$ cat src/rtl/core/fsnp_pkg.sv
// ----------------------------------------------------------------------------
// fsnp_pkg
// shared types and constants of the format string number printer
// ----------------------------------------------------------------------------
package fsnp_pkg;

    localparam int CHAR_W        = 8;
    localparam int VAL_W         = 64;
    localparam int DIGIT_W       = 4;
    localparam int DIGIT_DEPTH   = 64;
    localparam int MAX_WIDTH_DEF = 64;

    typedef enum logic [1:0] {
        RADIX_BIN,
        RADIX_OCT,
        RADIX_DEC,
        RADIX_HEX
    } radix_t;

    typedef struct packed {
        logic [CHAR_W-1:0]       fmt_char;
        logic signed [VAL_W-1:0] arg_value;
    } in_item_t;

    typedef struct packed {
        logic [CHAR_W-1:0] out_char;
        logic              last;
    } out_item_t;

    typedef struct packed {
        logic               done;
        logic [VAL_W-1:0]   quot;
        logic [DIGIT_W-1:0] rem;
    } div_res_t;

endpackage

$ cat src/rtl/core/fsnp_ram.sv
// ----------------------------------------------------------------------------
// fsnp_ram
// generic single write port, single read port ram with registered read
// ----------------------------------------------------------------------------
module fsnp_ram #(
    parameter int WIDTH = 4,
    parameter int DEPTH = 64
) (
    input  logic                     clk,
    input  logic                     we,
    input  logic [$clog2(DEPTH)-1:0] waddr,
    input  logic [WIDTH-1:0]         wdata,
    input  logic [$clog2(DEPTH)-1:0] raddr,
    output logic [WIDTH-1:0]         rdata
);

    logic [WIDTH-1:0] mem [DEPTH];

    always_ff @(posedge clk)
    begin
        if (we)
        begin
            mem[waddr] <= wdata;
        end
        rdata <= mem[raddr];
    end

endmodule

$ cat src/rtl/core/fsnp_div.sv
// ----------------------------------------------------------------------------
// fsnp_div
// shared digit unit: divides a value by the radix, giving quotient and digit
// power-of-two radix by a shift, radix ten four quotient bits per cycle
// ----------------------------------------------------------------------------
module fsnp_div (
    input  logic                       clk,
    input  logic                       rst_n,
    input  logic                       start,
    input  fsnp_pkg::radix_t           radix,
    input  logic [fsnp_pkg::VAL_W-1:0] dividend,
    output fsnp_pkg::div_res_t         res
);

    localparam int VW    = fsnp_pkg::VAL_W;
    localparam int DW    = fsnp_pkg::DIGIT_W;
    localparam int STEPS = VW / 4;
    localparam int SW    = $clog2(STEPS);

    logic [VW-1:0] q_reg;
    logic [DW-1:0] r_reg;
    logic [SW-1:0] cnt_reg;
    logic          busy_reg;
    logic          done_reg;

    logic [VW-1:0] q_step;
    logic [DW-1:0] r_step;

    always_comb
    begin
        logic [DW:0]   r;
        logic [VW-1:0] q;
        r = {1'b0, r_reg};
        q = q_reg;
        for (int k = 0; k < 4; k++)
        begin
            r = {r[DW-1:0], q[VW-1]};
            q = {q[VW-2:0], (r >= (DW+1)'(10))};
            if (r >= (DW+1)'(10))
            begin
                r = r - (DW+1)'(10);
            end
        end
        q_step = q;
        r_step = r[DW-1:0];
    end

    always_ff @(posedge clk or negedge rst_n)
    begin
        if (!rst_n)
        begin
            q_reg    <= '0;
            r_reg    <= '0;
            cnt_reg  <= '0;
            busy_reg <= 1'b0;
            done_reg <= 1'b0;
        end
        else if (start)
        begin
            case (radix)
                fsnp_pkg::RADIX_BIN:
                begin
                    q_reg    <= dividend >> 1;
                    r_reg    <= {3'b000, dividend[0]};
                    done_reg <= 1'b1;
                end
                fsnp_pkg::RADIX_OCT:
                begin
                    q_reg    <= dividend >> 3;
                    r_reg    <= {1'b0, dividend[2:0]};
                    done_reg <= 1'b1;
                end
                fsnp_pkg::RADIX_HEX:
                begin
                    q_reg    <= dividend >> 4;
                    r_reg    <= dividend[3:0];
                    done_reg <= 1'b1;
                end
                default:
                begin
                    q_reg    <= dividend;
                    r_reg    <= '0;
                    cnt_reg  <= SW'(STEPS - 1);
                    busy_reg <= 1'b1;
                    done_reg <= 1'b0;
                end
            endcase
        end
        else if (busy_reg)
        begin
            q_reg   <= q_step;
            r_reg   <= r_step;
            cnt_reg <= cnt_reg - SW'(1);
            if (cnt_reg == '0)
            begin
                busy_reg <= 1'b0;
                done_reg <= 1'b1;
            end
        end
        else
        begin
            done_reg <= 1'b0;
        end
    end

    assign res.done = done_reg;
    assign res.quot = q_reg;
    assign res.rem  = r_reg;

endmodule

$ cat src/rtl/core/format_string_number_printer.sv
// ----------------------------------------------------------------------------
// format_string_number_printer
// printf style formatter: takes format bytes with arguments, emits characters
// ----------------------------------------------------------------------------
// Format bytes arrive one per item, each with an argument that a conversion
// byte consumes. Text bytes, unknown specifiers and the terminating NUL give
// one character; directive bytes that do not complete a conversion give none
// and leave the input ready. A number conversion first extracts digits in the
// shared divider, by a shift for b, o, O, x and X and by radix ten division
// for d, D, u and U (radix ten division yields four quotient bits per cycle),
// then passes the length, sign and pad states and emits each digit through a
// read and an emit state and each pad character from a pad state, holding
// while the output stalls. The input is not ready from acceptance of a
// completing byte until its last character is loaded into the output register.
// ----------------------------------------------------------------------------
module format_string_number_printer #(
    parameter int MAX_WIDTH = fsnp_pkg::MAX_WIDTH_DEF
) (
    input  logic                clk,
    input  logic                rst_n,
    input  logic                in_valid,
    output logic                in_ready,
    input  fsnp_pkg::in_item_t  in_data,
    output logic                out_valid,
    input  logic                out_ready,
    output fsnp_pkg::out_item_t out_data
);

    localparam int FW    = $clog2(MAX_WIDTH + 1);
    localparam int WW    = FW + 4;
    localparam int DEPTH = fsnp_pkg::DIGIT_DEPTH;
    localparam int AW    = $clog2(DEPTH);
    localparam int NW    = $clog2(DEPTH + 1);
    localparam int CW    = FW > NW ? FW : NW;
    localparam int VW    = fsnp_pkg::VAL_W;
    localparam int DW    = fsnp_pkg::DIGIT_W;

    localparam logic [7:0] CH_NUL   = 8'h00;
    localparam logic [7:0] CH_SPACE = 8'h20;
    localparam logic [7:0] CH_PCT   = 8'h25;
    localparam logic [7:0] CH_MINUS = 8'h2d;
    localparam logic [7:0] CH_DOT   = 8'h2e;
    localparam logic [7:0] CH_ZERO  = 8'h30;
    localparam logic [7:0] CH_NINE  = 8'h39;
    localparam logic [7:0] CH_UA    = 8'h41;
    localparam logic [7:0] CH_LA    = 8'h61;
    localparam logic [7:0] CH_L     = 8'h6c;
    localparam logic [7:0] CH_LB    = 8'h62;
    localparam logic [7:0] CH_LC    = 8'h63;
    localparam logic [7:0] CH_LD    = 8'h64;
    localparam logic [7:0] CH_UD    = 8'h44;
    localparam logic [7:0] CH_LO    = 8'h6f;
    localparam logic [7:0] CH_UO    = 8'h4f;
    localparam logic [7:0] CH_LU    = 8'h75;
    localparam logic [7:0] CH_UU    = 8'h55;
    localparam logic [7:0] CH_LX    = 8'h78;
    localparam logic [7:0] CH_UX    = 8'h58;

    typedef enum logic [2:0] {
        PH_TEXT,
        PH_PCT,
        PH_MINUS,
        PH_ZERO,
        PH_WIDTH,
        PH_PREC,
        PH_SPEC,
        PH_LONG
    } phase_t;

    typedef enum logic [3:0] {
        S_IDLE,
        S_DGO,
        S_DWAIT,
        S_LEN,
        S_LSIGN,
        S_LPAD,
        S_MSIGN,
        S_DRD,
        S_DEMIT,
        S_TPAD
    } state_t;

    typedef enum logic [1:0] {
        ACT_NONE,
        ACT_NUM,
        ACT_CHR,
        ACT_ECHO
    } act_t;

    state_t              state_reg,  state_next;
    phase_t              phase_reg,  phase_next;
    logic                left_reg,   left_next;
    logic                zero_reg,   zero_next;
    logic [FW-1:0]       fw_reg,     fw_next;
    logic                long_reg,   long_next;
    logic [VW-1:0]       val_reg,    val_next;
    fsnp_pkg::radix_t    radix_reg,  radix_next;
    logic                neg_reg,    neg_next;
    logic                upper_reg,  upper_next;
    logic                chrm_reg,   chrm_next;
    logic [7:0]          chr_reg,    chr_next;
    logic [NW-1:0]       n_reg,      n_next;
    logic [NW-1:0]       idx_reg,    idx_next;
    logic [FW-1:0]       cnt_reg,    cnt_next;
    fsnp_pkg::out_item_t out_reg,    out_next;
    logic                ovalid_reg, ovalid_next;

    fsnp_pkg::div_res_t  div_res;
    logic                ram_we;
    logic [DW-1:0]       ram_rdata;
    logic                emit_ok;
    logic                zero_eff;

    function automatic logic [7:0] digit_char(input logic [DW-1:0] d, input logic upper);
        logic [7:0] base;
        base = upper ? CH_UA : CH_LA;
        if (d <= DW'(9))
        begin
            return CH_ZERO + {4'b0000, d};
        end
        return base + {4'b0000, d} - 8'd10;
    endfunction

    fsnp_div u_div (
        .clk      (clk),
        .rst_n    (rst_n),
        .start    (state_reg == S_DGO),
        .radix    (radix_reg),
        .dividend (val_reg),
        .res      (div_res)
    );

    fsnp_ram #(
        .WIDTH (DW),
        .DEPTH (DEPTH)
    ) u_digits (
        .clk   (clk),
        .we    (ram_we),
        .waddr (n_reg[AW-1:0]),
        .wdata (div_res.rem),
        .raddr (AW'(idx_reg - NW'(1))),
        .rdata (ram_rdata)
    );

    assign in_ready  = (state_reg == S_IDLE);
    assign out_valid = ovalid_reg;
    assign out_data  = out_reg;
    assign emit_ok   = !ovalid_reg || out_ready;
    assign zero_eff  = zero_reg && !left_reg && !chrm_reg;

    always_comb
    begin
        logic [7:0]    c;
        logic          dig;
        phase_t        p;
        act_t          act;
        logic [WW-1:0] wsum;
        logic [VW-1:0] lv;
        logic [CW-1:0] len;
        logic [CW-1:0] fwx;
        logic          emit;
        logic [7:0]    ech;
        logic          elast;
        logic          fin;

        state_next  = state_reg;
        phase_next  = phase_reg;
        left_next   = left_reg;
        zero_next   = zero_reg;
        fw_next     = fw_reg;
        long_next   = long_reg;
        val_next    = val_reg;
        radix_next  = radix_reg;
        neg_next    = neg_reg;
        upper_next  = upper_reg;
        chrm_next   = chrm_reg;
        chr_next    = chr_reg;
        n_next      = n_reg;
        idx_next    = idx_reg;
        cnt_next    = cnt_reg;
        ram_we      = 1'b0;
        emit        = 1'b0;
        ech         = CH_SPACE;
        elast       = 1'b0;
        fin         = 1'b0;

        c    = in_data.fmt_char;
        dig  = (c >= CH_ZERO) && (c <= CH_NINE);
        p    = phase_reg;
        act  = ACT_NONE;
        wsum = (WW'(fw_reg) << 3) + (WW'(fw_reg) << 1) + WW'(c[3:0]);
        lv   = long_reg ? VW'(in_data.arg_value)
                        : {{32{in_data.arg_value[31]}}, in_data.arg_value[31:0]};
        len  = CW'(n_reg) + CW'(neg_reg);
        fwx  = CW'(fw_reg);

        case (state_reg)
            S_IDLE:
            begin
                if (in_valid)
                begin
                    if (c == CH_NUL)
                    begin
                        act = ACT_ECHO;
                    end
                    else if (p == PH_TEXT)
                    begin
                        if (c == CH_PCT)
                        begin
                            phase_next = PH_PCT;
                        end
                        else
                        begin
                            act = ACT_ECHO;
                        end
                    end
                    else
                    begin
                        if (p == PH_PCT)
                        begin
                            if (c == CH_MINUS)
                            begin
                                left_next  = 1'b1;
                                phase_next = PH_MINUS;
                                p          = PH_TEXT;
                            end
                            else if (c == CH_ZERO)
                            begin
                                zero_next  = 1'b1;
                                phase_next = PH_ZERO;
                                p          = PH_TEXT;
                            end
                            else
                            begin
                                p = PH_WIDTH;
                            end
                        end
                        else if (p == PH_MINUS)
                        begin
                            if (c == CH_ZERO)
                            begin
                                zero_next  = 1'b1;
                                phase_next = PH_WIDTH;
                                p          = PH_TEXT;
                            end
                            else
                            begin
                                p = PH_WIDTH;
                            end
                        end
                        else if (p == PH_ZERO)
                        begin
                            if (c == CH_MINUS)
                            begin
                                left_next  = 1'b1;
                                phase_next = PH_WIDTH;
                                p          = PH_TEXT;
                            end
                            else
                            begin
                                p = PH_WIDTH;
                            end
                        end

                        if (p == PH_WIDTH)
                        begin
                            if (dig)
                            begin
                                fw_next    = (wsum > WW'(MAX_WIDTH)) ? FW'(MAX_WIDTH)
                                                                     : FW'(wsum);
                                phase_next = PH_WIDTH;
                                p          = PH_TEXT;
                            end
                            else if (c == CH_DOT)
                            begin
                                phase_next = PH_PREC;
                                p          = PH_TEXT;
                            end
                            else
                            begin
                                p = PH_LONG;
                            end
                        end
                        else if (p == PH_PREC)
                        begin
                            if (dig)
                            begin
                                p = PH_TEXT;
                            end
                            else
                            begin
                                p = PH_LONG;
                            end
                        end

                        if (p == PH_LONG && c == CH_L)
                        begin
                            long_next  = 1'b1;
                            phase_next = PH_SPEC;
                        end
                        else if (p != PH_TEXT)
                        begin
                            case (c)
                                CH_LB, CH_LD, CH_UD, CH_LO, CH_UO,
                                CH_LU, CH_UU, CH_LX, CH_UX: act = ACT_NUM;
                                CH_LC:                      act = ACT_CHR;
                                default:                    act = ACT_ECHO;
                            endcase
                        end
                    end

                    case (act)
                        ACT_NUM:
                        begin
                            upper_next = (c == CH_UX);
                            neg_next   = 1'b0;
                            val_next   = lv;
                            case (c)
                                CH_LB:        radix_next = fsnp_pkg::RADIX_BIN;
                                CH_LO, CH_UO: radix_next = fsnp_pkg::RADIX_OCT;
                                CH_LX, CH_UX: radix_next = fsnp_pkg::RADIX_HEX;
                                default:      radix_next = fsnp_pkg::RADIX_DEC;
                            endcase
                            if ((c == CH_LD || c == CH_UD) && lv[VW-1])
                            begin
                                neg_next = 1'b1;
                                val_next = ~lv + VW'(1);
                            end
                            chrm_next  = 1'b0;
                            n_next     = '0;
                            state_next = S_DGO;
                        end
                        ACT_CHR:
                        begin
                            chr_next   = in_data.arg_value[7:0];
                            chrm_next  = 1'b1;
                            neg_next   = 1'b0;
                            n_next     = NW'(1);
                            state_next = S_LEN;
                        end
                        ACT_ECHO:
                        begin
                            chr_next   = c;
                            chrm_next  = 1'b1;
                            neg_next   = 1'b0;
                            left_next  = 1'b0;
                            fw_next    = '0;
                            n_next     = NW'(1);
                            state_next = S_LEN;
                        end
                        default:
                        begin
                        end
                    endcase
                end
            end

            S_DGO:
            begin
                state_next = S_DWAIT;
            end

            S_DWAIT:
            begin
                if (div_res.done)
                begin
                    ram_we   = 1'b1;
                    n_next   = n_reg + NW'(1);
                    val_next = div_res.quot;
                    if (div_res.quot == '0 || n_next == NW'(DEPTH))
                    begin
                        state_next = S_LEN;
                    end
                    else
                    begin
                        state_next = S_DGO;
                    end
                end
            end

            S_LEN:
            begin
                cnt_next   = (fwx > len) ? FW'(fwx - len) : '0;
                idx_next   = n_reg;
                state_next = S_LSIGN;
            end

            S_LSIGN:
            begin
                if (neg_reg && (left_reg || zero_eff))
                begin
                    if (emit_ok)
                    begin
                        emit       = 1'b1;
                        ech        = CH_MINUS;
                        state_next = S_LPAD;
                    end
                end
                else
                begin
                    state_next = S_LPAD;
                end
            end

            S_LPAD:
            begin
                if (left_reg || cnt_reg == '0)
                begin
                    state_next = S_MSIGN;
                end
                else if (emit_ok)
                begin
                    emit     = 1'b1;
                    ech      = zero_eff ? CH_ZERO : CH_SPACE;
                    cnt_next = cnt_reg - FW'(1);
                end
            end

            S_MSIGN:
            begin
                if (neg_reg && !left_reg && !zero_eff)
                begin
                    if (emit_ok)
                    begin
                        emit       = 1'b1;
                        ech        = CH_MINUS;
                        state_next = S_DRD;
                    end
                end
                else
                begin
                    state_next = S_DRD;
                end
            end

            S_DRD:
            begin
                state_next = S_DEMIT;
            end

            S_DEMIT:
            begin
                if (emit_ok)
                begin
                    emit     = 1'b1;
                    ech      = chrm_reg ? chr_reg : digit_char(ram_rdata, upper_reg);
                    elast    = (idx_reg == NW'(1)) && (cnt_reg == '0);
                    idx_next = idx_reg - NW'(1);
                    if (idx_reg == NW'(1))
                    begin
                        if (cnt_reg == '0)
                        begin
                            fin = 1'b1;
                        end
                        else
                        begin
                            state_next = S_TPAD;
                        end
                    end
                    else
                    begin
                        state_next = S_DRD;
                    end
                end
            end

            S_TPAD:
            begin
                if (emit_ok)
                begin
                    emit     = 1'b1;
                    ech      = CH_SPACE;
                    elast    = (cnt_reg == FW'(1));
                    cnt_next = cnt_reg - FW'(1);
                    if (cnt_reg == FW'(1))
                    begin
                        fin = 1'b1;
                    end
                end
            end

            default:
            begin
                state_next = S_IDLE;
            end
        endcase

        if (fin)
        begin
            state_next = S_IDLE;
            phase_next = PH_TEXT;
            left_next  = 1'b0;
            zero_next  = 1'b0;
            fw_next    = '0;
            long_next  = 1'b0;
        end

        ovalid_next = ovalid_reg && !out_ready;
        out_next    = out_reg;
        if (emit)
        begin
            ovalid_next       = 1'b1;
            out_next.out_char = ech;
            out_next.last     = elast;
        end
    end

    always_ff @(posedge clk or negedge rst_n)
    begin
        if (!rst_n)
        begin
            state_reg  <= S_IDLE;
            phase_reg  <= PH_TEXT;
            left_reg   <= 1'b0;
            zero_reg   <= 1'b0;
            fw_reg     <= '0;
            long_reg   <= 1'b0;
            val_reg    <= '0;
            radix_reg  <= fsnp_pkg::RADIX_DEC;
            neg_reg    <= 1'b0;
            upper_reg  <= 1'b0;
            chrm_reg   <= 1'b0;
            chr_reg    <= '0;
            n_reg      <= '0;
            idx_reg    <= '0;
            cnt_reg    <= '0;
            out_reg    <= '0;
            ovalid_reg <= 1'b0;
        end
        else
        begin
            state_reg  <= state_next;
            phase_reg  <= phase_next;
            left_reg   <= left_next;
            zero_reg   <= zero_next;
            fw_reg     <= fw_next;
            long_reg   <= long_next;
            val_reg    <= val_next;
            radix_reg  <= radix_next;
            neg_reg    <= neg_next;
            upper_reg  <= upper_next;
            chrm_reg   <= chrm_next;
            chr_reg    <= chr_next;
            n_reg      <= n_next;
            idx_reg    <= idx_next;
            cnt_reg    <= cnt_next;
            out_reg    <= out_next;
            ovalid_reg <= ovalid_next;
        end
    end

`ifndef NO_ASSERTIONS
    a_div_done_in_wait: assert property (@(posedge clk) disable iff (!rst_n)
        div_res.done |-> state_reg == S_DWAIT)
        else $error("divider result outside digit wait");

    a_digit_count_bound: assert property (@(posedge clk) disable iff (!rst_n)
        n_reg <= NW'(DEPTH))
        else $error("digit count beyond store depth");

    a_emit_has_digit: assert property (@(posedge clk) disable iff (!rst_n)
        (state_reg == S_DEMIT || state_reg == S_DRD) |-> idx_reg != '0)
        else $error("digit emission with no digit left");

    a_last_clears_directive: assert property (@(posedge clk) disable iff (!rst_n)
        (state_reg != S_IDLE && state_next == S_IDLE)
        |=> (phase_reg == PH_TEXT && fw_reg == '0 && !left_reg && out_reg.last))
        else $error("finished item left directive state or missed last");

    a_width_saturates: assert property (@(posedge clk) disable iff (!rst_n)
        fw_reg <= FW'(MAX_WIDTH))
        else $error("field width above its limit");
`endif

endmodule
$ cat config.mk
export PLATFORM = sky130hd
export DESIGN_NAME = format_string_number_printer
export DESIGN_NICKNAME = d
export VERILOG_FILES = /design/src/rtl/core/fsnp_pkg.sv /design/src/rtl/core/fsnp_ram.sv /design/src/rtl/core/fsnp_div.sv /design/src/rtl/core/format_string_number_printer.sv
export SDC_FILE = /design/constraint.sdc
export NUM_CORES = 1
export LEC_CHECK = 0
export BUFFER_PORTS_ARGS = -buffer_cell sky130_fd_sc_hd__buf_2
export CAP_MARGIN = 20
export CORE_MARGIN = 1.5
export CORE_UTILIZATION = 34
export CTS_BUF_LIST = sky130_fd_sc_hd__clkbuf_8 sky130_fd_sc_hd__clkbuf_16
export CTS_CLUSTER_DIAMETER = 40
export DETAILED_ROUTE_END_ITERATION = 7
export GPL_TIMING_DRIVEN = 0
export SETUP_SLACK_MARGIN = 0.15
export SKIP_CTS_REPAIR_TIMING = 1
export SLEW_MARGIN = 15
export SYNTH_ARGS = -nofsm -noshare
export SYNTH_HDL_FRONTEND = slang
export SYNTH_SLANG_ARGS = --single-unit
export TNS_END_PERCENT = 30
$ cat constraint.sdc
create_clock -name clk -period 6.4 [get_ports clk]
set_input_delay 0.32 -clock clk [delete_from_list [all_inputs] [get_ports clk]]
set_output_delay 0.32 -clock clk [all_outputs]
set_load 0.005 [all_outputs]
# ---- Word level (Yosys, flattened, before mapping)
# Memories as Yosys holds them, arrays and structs flattened. A register that Yosys moved wholly into a read port is not among the register bits.
# Cells that the tools add are included.
# W data, S select, Z words.
dict set report classes {
  magnitude_cmp 9
  n_reduce_logical 61
  bitwise 1
  eq_ne 62
  n_addsub 16
  muxes 168
}
# operator n
set op_table {}
lappend op_table {{$mux W64} 7}
lappend op_table {{$pmux W64 S3} 1}
lappend op_table {{$pmux W64 S2} 1}
lappend op_table {{$mux W3} 36}
lappend op_table {{$mux W7} 15}
lappend op_table {{$eq A8 B7 Y1 const B} 11}
lappend op_table {{$mux W4} 22}
lappend op_table {{$add A64 B1 Y64 const B} 1}
lappend op_table {{$logic_not A64 Y1} 1}
lappend op_table {{$not A64 Y64} 1}
lappend op_table {{$mux W1} 53}
lappend op_table {{$pmux W7 S2} 3}
lappend op_table {{$mux W8} 5}
lappend op_table {{$pmux W4 S10} 1}
lappend op_table {{$eq A8 B6 Y1 const B} 4}
lappend op_table {{$pmux W8 S4} 1}
lappend op_table {{$pmux W7 S3} 1}
lappend op_table {{$ge A5 B4 Y1 const B} 4}
lappend op_table {{$reduce_and A6 Y1} 3}
lappend op_table {{$eq A4 B3 Y1 const B} 4}
lappend op_table {{$mux W2} 8}
lappend op_table {{$pmux W8 S2} 1}
lappend op_table {{$reduce_bool A2 Y1} 8}
lappend op_table {{$sub A4 B4 Y4 const B} 4}
lappend op_table {{58 further kinds} 121}
dict set report word_totals {
  ram_bits 256
  wordCells 341
  in_bits 76
  register_bits 199
  mem_count 1
  out_inout_bits 11
}
# memory words word_bits rd rd_clocked_by_memory_dff write_ports line
set memory_table {}
lappend memory_table {u_digits.mem 64 4 1 1 1 fsnp_ram.sv:17} ;# logic [WIDTH-1:0] mem [DEPTH];

# ---- Depth between registers and ports, before layout
# Gate-level depths: netlist of run 1.
dict set report depth {
  depth_word 29
  mapped_depth 21
  depth_no_buf 20
}

# ---- Cells and area by module
# From an unflattened synthesis of run 1, not the netlist that was laid out.
dict set report unflattened {
  cells_unflattened 2230
  hier_area_um2 25866.1
}
# module seq_area_each_um2 cells_each instances area_per_inst_um2
set modules_own_cells {}
lappend modules_own_cells {fsnp_ram 7767.4 529 1 10356.2}
lappend modules_own_cells {format_string_number_printer 3129.3 1196 1 10039.6}
lappend modules_own_cells {fsnp_div 1851.8 505 1 5470.2}

# ---- Least setup slack after synthesis of run 1
# Ideal clock, no wire load.
dict set report synth_timing {
  path_kind {register -> register}
  from {register u_div.r_reg[1]}
  to {register u_div.r_reg[2]}
  required_ns 6.276
  arrival_time_ns 4.943
  path_slack_ns 1.333
  stages_incl_launch_ff 21
  n_path_buf 1
  cell_sequence {dfrtp_1 inv_1 ha_1 nor2b_1 nor3_1 o21ai_0 ha_1 nor2b_1 o32a_1 o31a_1 nor3_1 nor2_1 ha_1 clkbuf_1 or3_1 o311ai_0 a2bb2oi_1 ha_1 o21a_1 nor2b_1 o31a_1}
}
dict set report synth_between {
  elab_chain_len 10
}
# element line
set synth_lines {}
lappend synth_lines {{from (decl)} fsnp_div.sv:21} ;# logic [DW-1:0] r_reg;
lappend synth_lines {{from (signal assigned)} fsnp_div.sv:64} ;# r_reg <= {3'b000, dividend[0]};
lappend synth_lines {{from (signal assigned)} fsnp_div.sv:70} ;# r_reg <= {1'b0, dividend[2:0]};
lappend synth_lines {{from (signal assigned)} fsnp_div.sv:76} ;# r_reg <= dividend[3:0];
lappend synth_lines {{$sub A4 B4 Y4 or $ge A5 B4 Y1 (tied branches)} {fsnp_div.sv:41, fsnp_div.sv:39}}
lappend synth_lines {{$mux W4 *} fsnp_div.sv:39} ;# if (r >= (DW+1)'(10))
lappend synth_lines {{$sub A4 B4 Y4 or $ge A5 B4 Y1 (tied branches)} {fsnp_div.sv:41, fsnp_div.sv:39}}
lappend synth_lines {{$mux W4 *} fsnp_div.sv:39}
lappend synth_lines {{$ge A5 B4 Y1 or $sub A4 B4 Y4 (tied branches)} {fsnp_div.sv:39, fsnp_div.sv:41}}
lappend synth_lines {{$mux W4 *} fsnp_div.sv:39}
lappend synth_lines {{$sub A4 B4 Y4 or $ge A5 B4 Y1 (tied branches)} {fsnp_div.sv:41, fsnp_div.sv:39}}
lappend synth_lines {{$mux W4 *} fsnp_div.sv:39}
lappend synth_lines {{$mux W4 *} fsnp_div.sv:89} ;# else if (busy_reg)
lappend synth_lines {{$mux W4 *} fsnp_div.sv:58} ;# else if (start)
# Every way passes the cells marked *; elsewhere a longest branch is shown, timed or not. The select of a mux whose other input is x is not followed.
# A chain may end at the register's enable or synchronous reset.

# ---- Worst setup path after layout of run 1
dict set report layout_timing {
  from {register u_div.r_reg[0]}
  to {register u_div.r_reg[2]}
}
# The elaborated chain is that of the path after synthesis.

==> summary.md, run 1 <==
| Metric | Value |
|---|---|
| Outcome | finished clean |
| Pins over their slew limit | 0 |
| Multi-input logic area | 11,500 um^2 |
| Worst Hold Class | in -> reg |
| Internal Pwr Total | 8840 uW |
| Post-synth EDFFs | approximately 260 |
| Worst setup path start | u_div.r_reg[0] |
| Initial antenna violation count | 1 |
| Simple-Gate Fraction of Synth Area | 13.4% |
| Synthesized cell area | 25,100 um^2 |
| Clk network pwr share | 28.0% |
| RSZ-0062 raised after global routing | no |
| Antenna violation net count after detailed routing | 0 |
| Die area | 75,500 um^2 |
| Syn_area_per_cell | 10.4 um^2 |
| Die H | 275 um |
| Inst Count DP | 3,469 |
| Initial drt markers | 2,543 |
| Seq/Total Area, Yosys | slightly above 50% |
| Max cap viols | 0 |
| GR Overflow Total | 0 |
| Hold Fails Final Rpt | 0 |
| Synth area leaders | edfxtp_1 31%, dfrtp_1 20%, mux4_2 7.9%, a21oi_1 4.8%, nand2_1 4.6% |
| Vias in the first global route | 20,657 |
| Setup TNS | 0 ps |
| Leakage power | around 0.011 uW |
| Pre-Repair DR Iteration Count | 6 |
| Reg2reg end | u_div.r_reg[2] |
| Worst Hold Depth | 4 |
| Psw | 5880 uW |
| Port Buf Inserts | 83 |
| Most common cell in the netlist | nand2_1 |
| RePlAce Congestion | 0.955 |
| Comb pwr share | 38.4% |
| Flops & latches, synth | 459 |
| Top_reg_cell synth | edfxtp_1 |
| Routed wire per std cell | 22.6 um |
| Required @ worst endpoint | 6900 ps |
| Register Area | 12,800 um^2 |
| Area Growth Syn to Fin | 17.7% |
| Synthesized Nets | 2,533 |
| Max Root-Sink Buffers | 3 |
| Post-route insts no fill | between 3,000 and 4,000 |
| DRC viols | 0 |
| Final wirelength | 81.4 mm |
| Yosys top cell area share | 30.6% |
| Synth top cells by count | 308 x nand2_1, 256 x edfxtp_1, 242 x a21oi_1, 214 x nor2_1, 198 x dfrtp_1 |
| Post-Syn Instances | approximately 2,400 |
| Switch share | 39.9% |
| Pin count of the biggest net entering global routing | 90 |
| Mux cell area share after synthesis | around 9% |
| Rows | 99 |
| Diode count | 0 |
| First-pass GRT wire length | 124 mm |
| Chip Width | 275 um |
| Worst r2r path cells | 19 |
| Flop2flop setup slack | 750 ps |
| Final instance area | 29,500 um^2 |
| Slew HR | 19.8% |
| CTS tree | done |
| Filler cell count | 6,970 |
| Crit share post-route | 88.3% |
| Largest area contributor in the netlist | edfxtp_1 |
| Crit path DAT | 6150 ps |
| Seq pwr share | 33.6% |
| Tmin final | about 5700 ps |
| Setup CP Type | reg -> reg |
| Post-DP HPWL | approximately 60 mm |
| Fin Hold WS | 66.3 ps |
| CP endpoint kind | register |
| Synth warn | 0 |
| Fraction of layout cells with a size suffix above 1 | 12.9% |
| Synth Area in Compound Gates | 19.0% |
| FMAX | ~0.18 GHz |
| Worst reg2reg path startpoint | u_div.r_reg[0] |
| Overall Global Routing Usage | a little over a fifth |
| Initial core utilization | 34.4% |
| Crit-path max FO | 37 |
| Clock skew | 42.8 ps |
| PwrDens | 498 nW/um^2 |
| Post-synth ARST share | roughly 43% |
| Root buffer cell | clkbuf_16 |
| Number of CTS-inserted buffers | 74 |
| Vias/cell | 5.93 |
| CTS clk-pin slew, worst paths | approximately 50 ps |
| Main combinational cell family by area after synthesis | compound AO/OA/AOI/OAI gates |
| Hold wc startpoint | in_data[25] |
| Final Util | 40.5% |
| Largest register FFs | 256 |
| Worst-Skew Late Latency | 620 ps |
| Worst hold endpoint | val_reg[25] |
| Post-synth cell types | 83 |
| H-tree levels | 3 |
| Worst vdd ir | between 0.2 and 0.25 mV |
| Dpl cell area | 26,900 um^2 |
| Worst Tran Pin Value | 1190 ps |
| Io pins | 87 |
| Synth Area in Adders | under 10% |
| Nets | 2,702 |
| Synth Area in XOR/XNOR | between 2 and 3% |
| Startpoint type of the worst setup path | register |
| Clk sinks | between 400 and 500 |
| Core area | 73,000 um^2 |
| # setup viols final | 0 |
| Via Count | 21,377 |
==> routing by layer <==
layer / vias up / global-route usage (%) / share of wire (%) / wire length [um]
met3: 194 / 4.29 / 9.1 / 7400
met2: 1140 / 33.4 / 46 / 37100
met4: 0 / 7.91 / 3.2 / 2610
met1: 10553 / 28.9 / 42 / 34400
met5: - / 0 / 0 / 0
li1: 9490 / - / - / -
==> layout make-up <==
class                   count  share of cell area, %
plain buffers             179                   2.29
clock inverters            61                   2.45
clock buffers              76                   6.36
flip-flops and latches    459                   43.2
well taps                 959                   4.06
multi-input cells        1732                   38.9
repair buffers             93                   2.10
inverters                  48                  0.610
==> worst max-delay path by stage <==
stage	end	slack, ps
after floorplan	u_div.r_reg[2]	1330
after global placement	u_div.r_reg[2]	10
after detailed placement	u_div.r_reg[2]	860
after CTS	u_div.r_reg[2]	820
after global routing	u_div.r_reg[2]	420
final	u_div.r_reg[2]	750
==> through the flow <==
step                      power [uW]  setup slack (ps)
after floorplan                 8520              1330
after detailed placement       10500               862
final                          14700               747
after CTS                      14700               821
after global routing           15500               417
after global placement         10300              11.4
==> logic make-up after synthesis <==
group           after synthesis
compound gates              766
flops                       459
fa+ha+maj                    40
xor+xnor                     72
simple gates                743
mux                         111
buf+inv                     227
==> layout by cell type, fill, tap and decap left out, types with 8 or more instances in the layout <==
cell type  Yosys  routed
ha_1          36      36
bufinv_16      0       8
xor2_1        37      37
o221ai_1      18      18
buf_2          3      86
inv_1         46      56
nor4_1        35      34
nor3_1        35      35
a211oi_1      62      62
nand4_1       11      11
a21oi_1      242     242
buf_1         17      17
edfxtp_1     256     256
xnor2_1       35      35
nand2b_1      23      23
o21ai_0      197     197
nand3_1       33      33
mux4_2        88      88
a21o_1        10      10
inv_6          0       8
nor2_1       214     214
mux2i_1       16      16
nand2_1      308     308
clkbuf_16      0      74
o41ai_1        8       8
a31oi_1       69      69
or2_2          8       8
a211o_1       59      59
o31ai_1       24      24
dfrtp_1      198     194
or3_1         19      19
nor2b_1       15      15
clkbuf_1     159     159
==> power by group through the flow <==
stage	Clock [uW]	Combinational, uW	Sequential (uW)
after global routing	4280	6170	5010
after CTS	4160	5600	4900
after detailed placement	0	5560	4950
after global placement	0	5260	5040
final	4120	5660	4950
after floorplan	0	3920	4600
==> critical path: stages, from the launching register on <==
cell,delay [ps]
dfrtp_2,840
inv_1,180
ha_1,320
nor2b_1,220
nor3_1,160
o21ai_0,380
ha_1,310
nor2b_1,70
o32a_1,300
o31a_1,160
nor3_1,300
nor2_1,130
ha_1,190
clkbuf_1,190
o311ai_0,650
a2bb2oi_1,230
ha_1,300
o21a_1,210
nor2b_1,130
o31a_1,250
Power figures use the tool's default switching activity.
==> inputs of run 2 (changes only) <==
- PLACE_DENSITY_LB_ADDON: unset -> 0.3
==> summary.md, run 2 (synthesized netlist as in run 1, its figures left out) <==
| Metric | Value |
|---|---|
| Slew HR | 19.3% (-0.58 points) |
| Filler cell count | 6,886 (-1.2%) |
| Rows | 99 (unchanged) |
| Initial antenna violation count | 1 (unchanged) |
| # setup viols final | 0 (unchanged) |
| Max cap viols | 0 (unchanged) |
| Hold Fails Final Rpt | 0 (unchanged) |
| Die H | 275 um (unchanged) |
| FMAX | 0.177 GHz (-0.14%) |
| Setup CP Type | reg -> reg |
| Io pins | 87 (unchanged) |
| RePlAce Congestion | 0.939 (-1.6%) |
| Most frequent cells in the layout | 308 x nand2_1, 256 x edfxtp_1, 242 x a21oi_1 |
| Internal Pwr Total | 9080 uW (+2.7%) |
| Die area | 75,500 um^2 (unchanged) |
| PwrDens | 504 nW/um^2 (+1.2%) |
| Crit path DAT | 6160 ps (about the same) |
| GRT met1 Usage | 29.0% (+0.13 points) |
| Seq pwr share | 32.8% (-0.8 points) |
| CTS clk-pin slew, worst paths | 50 ps (about the same) |
| Final wirelength | 81.5 mm (+0.13%) |
| Final setup margin | 738 ps (-8.06 ps) |
| Via Count | 21,305 (-0.34%) |
| Crit-path max FO | 40 (+8.1%) |
| Tmin final | 5660 ps (+8.06 ps) |
| Worst Hold Class | in -> reg |
| Pin count of the biggest net entering global routing | 87 (-3.3%) |
| Most frequent cell on the critical path | ha_1 |
| Routed wire per std cell | 22.6 um (about the same) |
| Leakage power | 0.0109 uW (+0.58%) |
| Max Root-Sink Buffers | 3 (unchanged) |
| Initial core utilization | 34.4% (unchanged) |
| Worst Tran Pin Value | 1190 ps (+2.89 ps) |
| Post-DP HPWL | 58.4 mm (-0.52%) |
| Final Util | 40.7% (+0.24 points) |
| First-pass GRT wire length | 125 mm (+0.76%) |
| CP cell instances | inv_1 -> ha_1 -> nor2b_1 -> nor3_1 -> o21ai_0 -> ha_1 -> nor2b_1 -> o32a_1 -> o31a_1 -> nor3_1 -> nor2_1 -> ha_1 -> clkbuf_1 -> o311ai_0 -> a2bb2oi_1 -> ha_1 -> o21a_1 -> nor2b_1 -> o31a_1 |
| Cell family with most CP delay | compound AO/OA/AOI/OAI gates |
| Startpoint type of the worst setup path | register |
| Area Growth Syn to Fin | 18.4% |
| Nets | 2,706 (+0.15%) |
| Vias in the first global route | 20,776 (+0.58%) |
| Antenna violation net count after detailed routing | 0 (unchanged) |
| Vias/cell | 5.90 (-0.53%) |
| Fraction of layout cells with a size suffix above 1 | 13.4% (+0.49 points) |
| GR peak layer | met2 |
| Inst Count DP | 3,469 (unchanged) |
| Setup TNS | 0 ps (unchanged) |
| Core area | 73,000 um^2 (unchanged) |
| Diode count | 0 (unchanged) |
| Comb pwr share | 38.1% (-0.3 points) |
| Worst vdd ir | 0.263 mV (+19%) |
| Outcome | finished clean |
| GR Layer Usage met3 | 5.51% (+1.2 points) |
| DRC viols | 0 (unchanged) |
| Largest register FFs | 256 (unchanged) |
| Dpl cell area | 26,900 um^2 (about the same) |
| CP endpoint kind | register |
| RSZ-0062 raised after global routing | no |
| GR Util met2 | 33.2% (-0.21 points) |
| CP bufs+invs | 2 (unchanged) |
| Worst-Skew Late Latency | 630 ps (about the same) |
| Multi-input logic area | 11,500 um^2 (about the same) |
| Clk sinks | 459 (unchanged) |
| Clk network pwr share | 29.1% (+1.1 points) |
| Clock skew | 43.3 ps (+0.551 ps) |
| Final instance area | 29,700 um^2 (+0.60%) |
| Register Area | 12,800 um^2 (unchanged) |
| Worst slack, placed | 812 ps (-49.8 ps) |
| Post-route insts no fill | 3,614 (+0.19%) |
| Crit share post-route | 88.5% (+0.13 points) |
| Required @ worst endpoint | 6890 ps (about the same) |
| GR Overflow Total | 0 (unchanged) |
| CTS tree | done |
| Crit path max-delay cell type | dfrtp_2 |
| Switch share | 39.4% (-0.52 points) |
| H-tree levels | 3 (unchanged) |
| Psw | 5900 uW (+0.44%) |
| Pins over their slew limit | 0 (unchanged) |
| Initial drt markers | 2,304 (-9.4%) |
| Chip Width | 275 um (unchanged) |
| Overall Global Routing Usage | 21.5% (+0.23 points) |
| Pre-Repair DR Iteration Count | 6 (unchanged) |
| Commonest non-fill, non-tap cell in the layout | nand2_1 |
| Number of CTS-inserted buffers | 78 (+5.4%) |
| Port Buf Inserts | 83 (unchanged) |
| Worst path max stage delay | 840 ps (about the same) |
| Root buffer cell | clkbuf_16 |
-- run 2: area by class of cell --
type,instances,share of cell area (%)
Timing Repair Buffer,93,2.11
Buffer,179,2.27
Clock inverter,57,2.16
Tap cell,959,4.04
Clock buffer,87,7.14
Inverter,48,0.606
Sequential cell,459,42.9
Multi-Input combinational cell,1732,38.7
-- run 2: worst min-delay path, stage by stage --
cell and delay, ps:
buf_2 100, xnor2_1 70, nor2_1 90, o31ai_1 70
-- run 2: worst paths after layout --
| check | start | end | slack [ps] | depth (start not counted) |
|---|---|---|---|---|
| setup / recovery | u_div.r_reg[1] | u_div.r_reg[2] | 740 | 19 |
| hold / removal | in_data[27] | val_reg[27] | 50 | 4 |
| setup reg to reg | u_div.r_reg[1] | u_div.r_reg[2] | 740 | 19 |
| hold reg to reg | out_data[0] | out_data[0] | 470 | 2 |
| max in group asynchronous | rst_n | val_reg[55] | 5420 | 3 |
| min in group asynchronous | rst_n | u_div.q_reg[16] | 190 | 2 |
-- run 2: per-layer routing --
metal | up-vias | part of all wire (%)
met1 | 10599 | 42
li1 | 9498 | -
met3 | 150 | 9.6
met5 | - | 0.016
met4 | 2 | 2.9
met2 | 1056 | 45
-- run 2: power groups by stage --
stage / sequential (uW) / clock (uW) / combinational [uW]
2_1_floorplan: 4600 / 0 / 3920
3_3_place_gp: 5050 / 0 / 5290
3_5_place_dp: 4910 / 0 / 5630
4_1_cts: 4860 / 4400 / 5670
5_1_grt: 4980 / 4550 / 6240
6_report: 4910 / 4360 / 5710
-- run 2: metrics by stage --
step | power [uW] | hold WS, ps
after floorplan | 8520 | 24.4
after global routing | 15800 | 63.4
after CTS | 14900 | -423
after global placement | 10300 | 466
final | 15000 | 45.4
after detailed placement | 10500 | 229
